**config.mk**
```make
export PLATFORM = sky130hd
export DESIGN_NAME = clock_page_replacement
export DESIGN_NICKNAME = d
export VERILOG_FILES = /design/src/design/cpr_pkg.sv /design/src/design/cpr_datapath.sv /design/src/design/cpr_controller.sv /design/src/design/clock_page_replacement.sv
export SDC_FILE = /design/constraint.sdc
export NUM_CORES = 1
export LEC_CHECK = 0
export ABC_AREA = 1
export BUFFER_PORTS_ARGS = -buffer_cell sky130_fd_sc_hd__buf_4
export CORE_MARGIN = 1.5
export CORE_UTILIZATION = 42
export CTS_CLUSTER_DIAMETER = 30
export DETAILED_ROUTE_END_ITERATION = 10
export GPL_TIMING_DRIVEN = 0
export SKIP_CTS_REPAIR_TIMING = 1
export SYNTH_ARGS = -nofsm -noshare
export SYNTH_HDL_FRONTEND = slang
export SYNTH_SLANG_ARGS = --single-unit
```
**constraint.sdc**
```tcl
create_clock -name clk_i -period 6.2 [get_ports clk_i]
set_input_delay 1.24 -clock clk_i [delete_from_list [all_inputs] [get_ports clk_i]]
set_output_delay 1.24 -clock clk_i [all_outputs]
set_load 0.01 [all_outputs]
```
**src/design/cpr_pkg.sv**
```systemverilog
// Shared types, codes and constants for the clock page replacement block.
`default_nettype none

package cpr_pkg;

  localparam int unsigned DEFAULT_FRAMES = 16;
  localparam int unsigned FRAME_W        = 4;
  localparam int unsigned REQ_W          = 2;
  localparam int unsigned FIU_W          = 5;
  localparam int unsigned COUNT_W        = 32;
  localparam int unsigned CFG_IDX_W      = 1;
  localparam int unsigned CFG_W          = FIU_W;

  localparam logic [REQ_W-1:0] REQ_READ  = 2'd0;
  localparam logic [REQ_W-1:0] REQ_WRITE = 2'd1;
  localparam logic [REQ_W-1:0] REQ_FAULT = 2'd2;

  localparam logic ALG_CLOCK   = 1'b0;
  localparam logic ALG_CLOCK_M = 1'b1;

  localparam logic [CFG_IDX_W-1:0] CFG_ALGORITHM     = 1'b0;
  localparam logic [CFG_IDX_W-1:0] CFG_FRAMES_IN_USE = 1'b1;

  localparam logic [FIU_W-1:0] FIU_RESET = 5'd16;

  typedef struct packed {
    logic [REQ_W-1:0]   req_type;
    logic [FRAME_W-1:0] frame;
  } req_t;

  typedef struct packed {
    logic [FRAME_W-1:0] chosen_frame;
    logic               needs_writeback;
    logic               took_empty;
    logic [COUNT_W-1:0] victim_count;
  } rsp_t;

  typedef struct packed {
    logic start;
    logic step;
    logic emit;
  } cmd_t;

  typedef struct packed {
    logic need_scan;
    logic scan_done;
  } status_t;

endpackage

`default_nettype wire

```
**src/design/cpr_datapath.sv**
```systemverilog
// Frame bit vectors, clock hand, eviction counter, configuration and result registers.
`default_nettype none

module cpr_datapath #(
  parameter int unsigned FRAMES = cpr_pkg::DEFAULT_FRAMES
) (
  input  logic                           clk_i,
  input  logic                           rst_ni,
  input  logic                           cfg_we_i,
  input  logic [cpr_pkg::CFG_IDX_W-1:0]  cfg_idx_i,
  input  logic [cpr_pkg::CFG_W-1:0]      cfg_wdata_i,
  input  cpr_pkg::req_t                  req_i,
  input  cpr_pkg::cmd_t                  cmd_i,
  output cpr_pkg::status_t               status_o,
  output cpr_pkg::rsp_t                  rsp_o
);
  import cpr_pkg::*;

  localparam int unsigned IW  = $clog2(FRAMES);
  localparam int unsigned NW0 = $clog2(FRAMES + 1);
  localparam int unsigned NW  = (NW0 > FIU_W) ? NW0 : FIU_W;
  localparam logic [NW-1:0] FRAMES_N = NW'(FRAMES);

  logic [FRAMES-1:0]  occ_q, use_q, dirty_q;
  logic [IW-1:0]      hand_q, start_q;
  logic [1:0]         lap_q;
  logic [COUNT_W-1:0] evict_q;
  logic               alg_q;
  logic [FIU_W-1:0]   fiu_q;
  rsp_t               res_q, out_q;

  logic [NW-1:0] fiu_n, n_act, hand_inc;
  logic [IW-1:0] acc_idx, empty_idx, hand_start, pos, hand_nxt;
  logic          acc_hit, empty_found, take, lap_end, done;

  always_comb begin
    fiu_n = NW'(fiu_q);
    if (fiu_q == '0) begin
      n_act = NW'(1);
    end else if (fiu_n > FRAMES_N) begin
      n_act = FRAMES_N;
    end else begin
      n_act = fiu_n;
    end
  end

  assign acc_idx = IW'(req_i.frame);
  assign acc_hit = (NW'(req_i.frame) < n_act) && occ_q[acc_idx];

  always_comb begin
    empty_found = 1'b0;
    empty_idx   = '0;
    for (int i = FRAMES - 1; i >= 0; i--) begin
      if ((NW'(i) < n_act) && !occ_q[i]) begin
        empty_found = 1'b1;
        empty_idx   = IW'(i);
      end
    end
  end

  assign hand_start = (NW'(hand_q) >= n_act) ? '0 : hand_q;
  assign pos        = hand_q;
  assign hand_inc   = NW'(hand_q) + NW'(1);
  assign hand_nxt   = (hand_inc >= n_act) ? '0 : IW'(hand_inc);
  assign lap_end    = (hand_nxt == start_q);

  always_comb begin
    if (alg_q == ALG_CLOCK_M) begin
      take = lap_q[0] ? (!use_q[pos] && dirty_q[pos]) : (!use_q[pos] && !dirty_q[pos]);
      done = take || ((lap_q == 2'd3) && lap_end);
    end else begin
      take = !use_q[pos];
      done = take;
    end
  end

  assign status_o.need_scan = (req_i.req_type == REQ_FAULT) && !empty_found;
  assign status_o.scan_done = done;
  assign rsp_o              = out_q;

  always_ff @(posedge clk_i or negedge rst_ni) begin
    if (!rst_ni) begin
      occ_q   <= '0;
      use_q   <= '0;
      dirty_q <= '0;
      hand_q  <= '0;
      evict_q <= '0;
      alg_q   <= ALG_CLOCK;
      fiu_q   <= FIU_RESET;
    end else begin
      if (cfg_we_i) begin
        unique case (cfg_idx_i)
          CFG_ALGORITHM:     alg_q <= cfg_wdata_i[0];
          CFG_FRAMES_IN_USE: fiu_q <= cfg_wdata_i;
          default: ;
        endcase
      end
      if (cmd_i.start) begin
        if ((req_i.req_type == REQ_READ || req_i.req_type == REQ_WRITE) && acc_hit) begin
          use_q[acc_idx] <= 1'b1;
          if (req_i.req_type == REQ_WRITE) begin
            dirty_q[acc_idx] <= 1'b1;
          end
        end else if (req_i.req_type == REQ_FAULT) begin
          if (empty_found) begin
            occ_q[empty_idx]   <= 1'b1;
            use_q[empty_idx]   <= 1'b0;
            dirty_q[empty_idx] <= 1'b0;
          end else begin
            hand_q <= hand_start;
          end
        end
      end
      if (cmd_i.step) begin
        hand_q <= hand_nxt;
        if (done || alg_q == ALG_CLOCK || lap_q[0]) begin
          use_q[pos] <= 1'b0;
        end
        if (done) begin
          dirty_q[pos] <= 1'b0;
          evict_q      <= evict_q + COUNT_W'(1);
        end
      end
    end
  end

  always_ff @(posedge clk_i) begin
    if (cmd_i.start) begin
      start_q <= hand_start;
      lap_q   <= 2'd0;
      res_q.needs_writeback <= 1'b0;
      res_q.victim_count    <= evict_q;
      if (req_i.req_type == REQ_FAULT && empty_found) begin
        res_q.chosen_frame <= FRAME_W'(empty_idx);
        res_q.took_empty   <= 1'b1;
      end else begin
        res_q.chosen_frame <= '0;
        res_q.took_empty   <= 1'b0;
      end
    end
    if (cmd_i.step) begin
      if (lap_end) begin
        lap_q <= lap_q + 2'd1;
      end
      if (done) begin
        res_q.chosen_frame    <= FRAME_W'(pos);
        res_q.needs_writeback <= dirty_q[pos];
        res_q.took_empty      <= 1'b0;
        res_q.victim_count    <= evict_q + COUNT_W'(1);
      end
    end
    if (cmd_i.emit) begin
      out_q <= res_q;
    end
  end

endmodule

`default_nettype wire

```
**src/design/cpr_controller.sv**
```systemverilog
// Request sequencing state machine and result valid flag.
`default_nettype none

module cpr_controller (
  input  logic             clk_i,
  input  logic             rst_ni,
  input  logic             in_valid_i,
  output logic             in_ready_o,
  output logic             out_valid_o,
  input  logic             out_ready_i,
  input  cpr_pkg::status_t status_i,
  output cpr_pkg::cmd_t    cmd_o
);
  import cpr_pkg::*;

  typedef enum logic [1:0] {
    ST_IDLE,
    ST_SCAN,
    ST_EMIT
  } state_e;

  state_e state_q;
  logic   out_valid_q;

  assign in_ready_o  = (state_q == ST_IDLE);
  assign out_valid_o = out_valid_q;

  always_comb begin
    cmd_o.start = in_valid_i && (state_q == ST_IDLE);
    cmd_o.step  = (state_q == ST_SCAN);
    cmd_o.emit  = (state_q == ST_EMIT) && (!out_valid_q || out_ready_i);
  end

  always_ff @(posedge clk_i or negedge rst_ni) begin
    if (!rst_ni) begin
      state_q     <= ST_IDLE;
      out_valid_q <= 1'b0;
    end else begin
      if (cmd_o.emit) begin
        out_valid_q <= 1'b1;
      end else if (out_ready_i) begin
        out_valid_q <= 1'b0;
      end
      unique case (state_q)
        ST_IDLE: begin
          if (in_valid_i) begin
            state_q <= status_i.need_scan ? ST_SCAN : ST_EMIT;
          end
        end
        ST_SCAN: begin
          if (status_i.scan_done) begin
            state_q <= ST_EMIT;
          end
        end
        ST_EMIT: begin
          if (cmd_o.emit) begin
            state_q <= ST_IDLE;
          end
        end
        default: state_q <= ST_IDLE;
      endcase
    end
  end

endmodule

`default_nettype wire

```
**src/design/clock_page_replacement.sv**
```systemverilog
// Top level of the clock page replacement block, plain clock or enhanced second-chance clock.
//
//  channel | direction | handshake              | payload
//  in      | input     | in_valid_i/in_ready_o  | in_req_i  (req_type, frame)
//  out     | output    | out_valid_o/out_ready_i| out_rsp_o (chosen_frame, needs_writeback,
//          |           |                        |            took_empty, victim_count)
//  cfg     | input     | cfg_we_i               | cfg_idx_i, cfg_wdata_i
//
// Read, write and empty-frame fault requests go from accept straight to the emit state,
// which registers the result. A fault that evicts first scans, the hand visiting up to
// n + 1 frames for plain clock and 3 * n + 1 for enhanced clock, n the active frame count;
// the hand steps one frame per cycle. One request is in work at a time.
// Reset clears all frame bits, the hand and the eviction count at once; no sweep.
// A result held by out_ready_i low stalls the next request only at its result stage.
`default_nettype none

module clock_page_replacement #(
  parameter int unsigned FRAMES = cpr_pkg::DEFAULT_FRAMES
) (
  input  logic                          clk_i,
  input  logic                          rst_ni,
  input  logic                          in_valid_i,
  output logic                          in_ready_o,
  input  cpr_pkg::req_t                 in_req_i,
  output logic                          out_valid_o,
  input  logic                          out_ready_i,
  output cpr_pkg::rsp_t                 out_rsp_o,
  input  logic                          cfg_we_i,
  input  logic [cpr_pkg::CFG_IDX_W-1:0] cfg_idx_i,
  input  logic [cpr_pkg::CFG_W-1:0]     cfg_wdata_i
);
  import cpr_pkg::*;

  cmd_t    cmd;
  status_t status;

  cpr_controller u_ctrl (
    .clk_i       (clk_i),
    .rst_ni      (rst_ni),
    .in_valid_i  (in_valid_i),
    .in_ready_o  (in_ready_o),
    .out_valid_o (out_valid_o),
    .out_ready_i (out_ready_i),
    .status_i    (status),
    .cmd_o       (cmd)
  );

  cpr_datapath #(
    .FRAMES (FRAMES)
  ) u_dp (
    .clk_i       (clk_i),
    .rst_ni      (rst_ni),
    .cfg_we_i    (cfg_we_i),
    .cfg_idx_i   (cfg_idx_i),
    .cfg_wdata_i (cfg_wdata_i),
    .req_i       (in_req_i),
    .cmd_i       (cmd),
    .status_o    (status),
    .rsp_o       (out_rsp_o)
  );

endmodule

`default_nettype wire

```
==> results.ini <==
[die]
core_area_sq_um = 21000
die_h_microns = 150
start_util = 0.429
die_area_sq_um = 22400
die_width_microns = 150
ioPinCount = 57
row_count = 53

[min_path]
hold_class = reg -> reg
hp-start = u_dp.res_q[20]
worstHoldEndpoint = u_dp.rsp_o[20]
hold-path-cell-count = 0

[final_layout]
drive_gt1_frac = 0.141
layout_common_cells = nand2_1, inv_1, nor2_1
final_common_cell = nand2_1
area_growth_pct = 15.6
final_nets = 1221
layoutNonFillerInstCount = 1473
diodes = 0

[timing]
tightest_slew_ps = 931
hold_viol = 0
period_needed_ps = 3620
fmax_ghz = 0.276
setup_tns_ps = 0
slew_violations = 0
setup_violations = 0
clock_skew_ps = 14.2
fin_crit_sh = 0.585
rsz0062_at_grt = false
relSlewSlack = 0.379

[power]
ir_drop_mv = 0.310
p_leak_nw = 4.83
power_density_nw_per_um2 = 398
p_total_mw = 4.15

[clock_tree]
cts_tree = done
clock-sinks = 175
clk_latency_ps = 430
cts_buffer_depth = 2
cts_buffers = 17
clockRootBuffer = clkbuf_16
cts_max_level = 4
cts.reportedPaths.clkPinSlew_ps = 80

[global_route]
grt_start_max_net_pins = 94
antenna_found_initial = 0
grt_pass1_wl_microns = 39400
track_usage = 0.229
grt_overflow = 0
grt_pass1_vias = 7351

[run_status]
status = complete, no violations

[setup_path]
path_buf_inv = 4
ff2ff_setup_slack_ps = 2580
critPathArrivalTime_ps = 3940
path_class = reg -> reg
worst_path_max_delay_cell = dfrtp_1
worstSetupStartpointType = flop
required_ps = 6510
crit_chain = inv_2, buf_2, ha_1, ha_1, nand4_1, o221a_1, nand2_1, nor2_1, xor2_1, nor2_1, nand3b_2, nand2_4, clkbuf_1, nand2_1, o211ai_1, inv_1
r2r-end = u_dp.dirty_q[7]
path_max_fanout = 13
endpoint_kind = flop
r2r_cells = 16
r2r_start = u_dp.hand_q[0]
cp_top_family = buffers and inverters
max_stage_delay_ps = 530

[drt]
first_pass_iters = 4
drtAntennaViolNets = 0
wire_per_inst_microns = 16.7
dr_total_vias = 7632
drc = 0
drt_iter0_drc = 455
vias_per_cell = 5.18
wl_microns = 24600

[place]
dp_hpwl_microns = 17900
port-buffer-count = 56
dp_cells = 1441
routabilityCongestion = 0.965

[logic_synthesis]
synth_fp_nets = 1145
synth.avg_cell_area_sq_um = 8.13
ys_seq_area_frac = 0.487
syn_area_sq_um = 9020
ys_ff_latch = 175
yosys_warnings = 0
synth_cell_types = 53
synth_cells = 1109

[flow_run]
maxCapViolations = 0

-- power by group --
group / switching [mW] / leakage, nW / internal [mW]
Clock: 0.534 / 0.294 / 0.550
Sequential: 0.175 / 1.84 / 1.57
Combinational: 0.844 / 2.70 / 0.479
Total: 1.55 / 4.83 / 2.59
-- how the worst max path moves through the flow --
stage	startpoint	end	slack, ps	depth (start not counted)
floorplan	out_ready_i	u_dp.rsp_o[0]	2860	2
global placement	out_ready_i	u_dp.rsp_o[34]	1470	3
detailed placement	in_req_i[0]	u_dp.dirty_q[12]	2460	14
CTS	u_dp.hand_q[0]	u_dp.dirty_q[7]	2590	17
global route	u_dp.hand_q[0]	u_dp.dirty_q[11]	2210	16
finish	u_dp.hand_q[0]	u_dp.dirty_q[7]	2580	16
-- metrics by stage --
| stage | instance area (sq um) | hold WS [ps] | utilization | setup WS [ps] |
|---|---|---|---|---|
| floorplan | 9020 | 403 | - | 2860 |
| global placement | 9790 | 416 | 0.466 | 1470 |
| detailed placement | 9810 | 411 | 0.467 | 2460 |
| CTS | 10400 | 432 | 0.496 | 2590 |
| global route | 10400 | 442 | 0.496 | 2210 |
| finish | 10400 | 432 | 0.496 | 2580 |
-- final cells by class --
| type | count | area, sq um |
|---|---|---|
| fill | 2064 | 10600 |
| sequential | 175 | 4390 |
| multi-input combinational | 745 | 3860 |
| inverter | 156 | 591 |
| timing repair buffer | 57 | 444 |
| clock buffer | 17 | 425 |
| tap | 275 | 344 |
| clock inverter | 15 | 184 |
| buffer | 33 | 183 |
-- per-layer routing --
metal / part of all wire / GRT usage / wire, microns
met2: 0.47 / 0.369 / 11500
met4: 0.025 / 0.0738 / 603
met5: 0 / 0 / 0
met1: 0.46 / 0.312 / 11400
met3: 0.046 / 0.0396 / 1120
-- cell families (layout without fill, tap and decap cells) --
family / Yosys count / count (layout) / share of synthesized area
flip-flops: 175 / 175 / 0.487
buffers and inverters: 189 / 278 / 0.0857
adder cells (fa/ha/maj): 19 / 19 / 0.0264
AND/OR/NAND/NOR: 462 / 462 / 0.225
XOR/XNOR: 30 / 30 / 0.0291
AO/OA/AOI/OAI: 233 / 233 / 0.146
multiplexers: 1 / 1 / 0.00125
-- sequential cells by signal, summed over array words and instances, names as in the netlist, 5 cells and up --
register and flops:
u_dp.occ_q 16, u_dp.dirty_q 16, u_dp.rsp_o 38, u_dp.res_q 38, u_dp.use_q 16, u_dp.evict_q 32, u_dp.fiu_n 5
-- cells in the mapped netlist, drive strengths merged --
master	instances	share of area
nand4	12	0.0090
xnor2	3	0.0029
dfstp	1	0.0029
o221ai	3	0.0029
and3	1	0.00069
nor4	4	0.0028
a21oi	47	0.027
dfxtp	40	0.089
nand2	276	0.12
edfxtp	42	0.14
o21bai	1	0.00083
nand3	40	0.025
mux2	1	0.0012
a32o	1	0.0011
nor4b	1	0.0017
a221oi	1	0.00097
nor2	109	0.049
o21ai	145	0.082
a21boi	5	0.0042
buf	21	0.015
dfrtp	92	0.26
nor3	16	0.012
inv	155	0.065
o22ai	2	0.0014
nor3b	1	0.00083
a22oi	11	0.011
nand3b	1	0.0012
ha	19	0.026
or2	1	0.00069
o221a	1	0.0012
clkinv	1	0.00042
o211ai	12	0.010
a31oi	4	0.0028
xor2	27	0.026
clkbuf	12	0.0051
No activity file was read; power rests on OpenSTA's default activity.
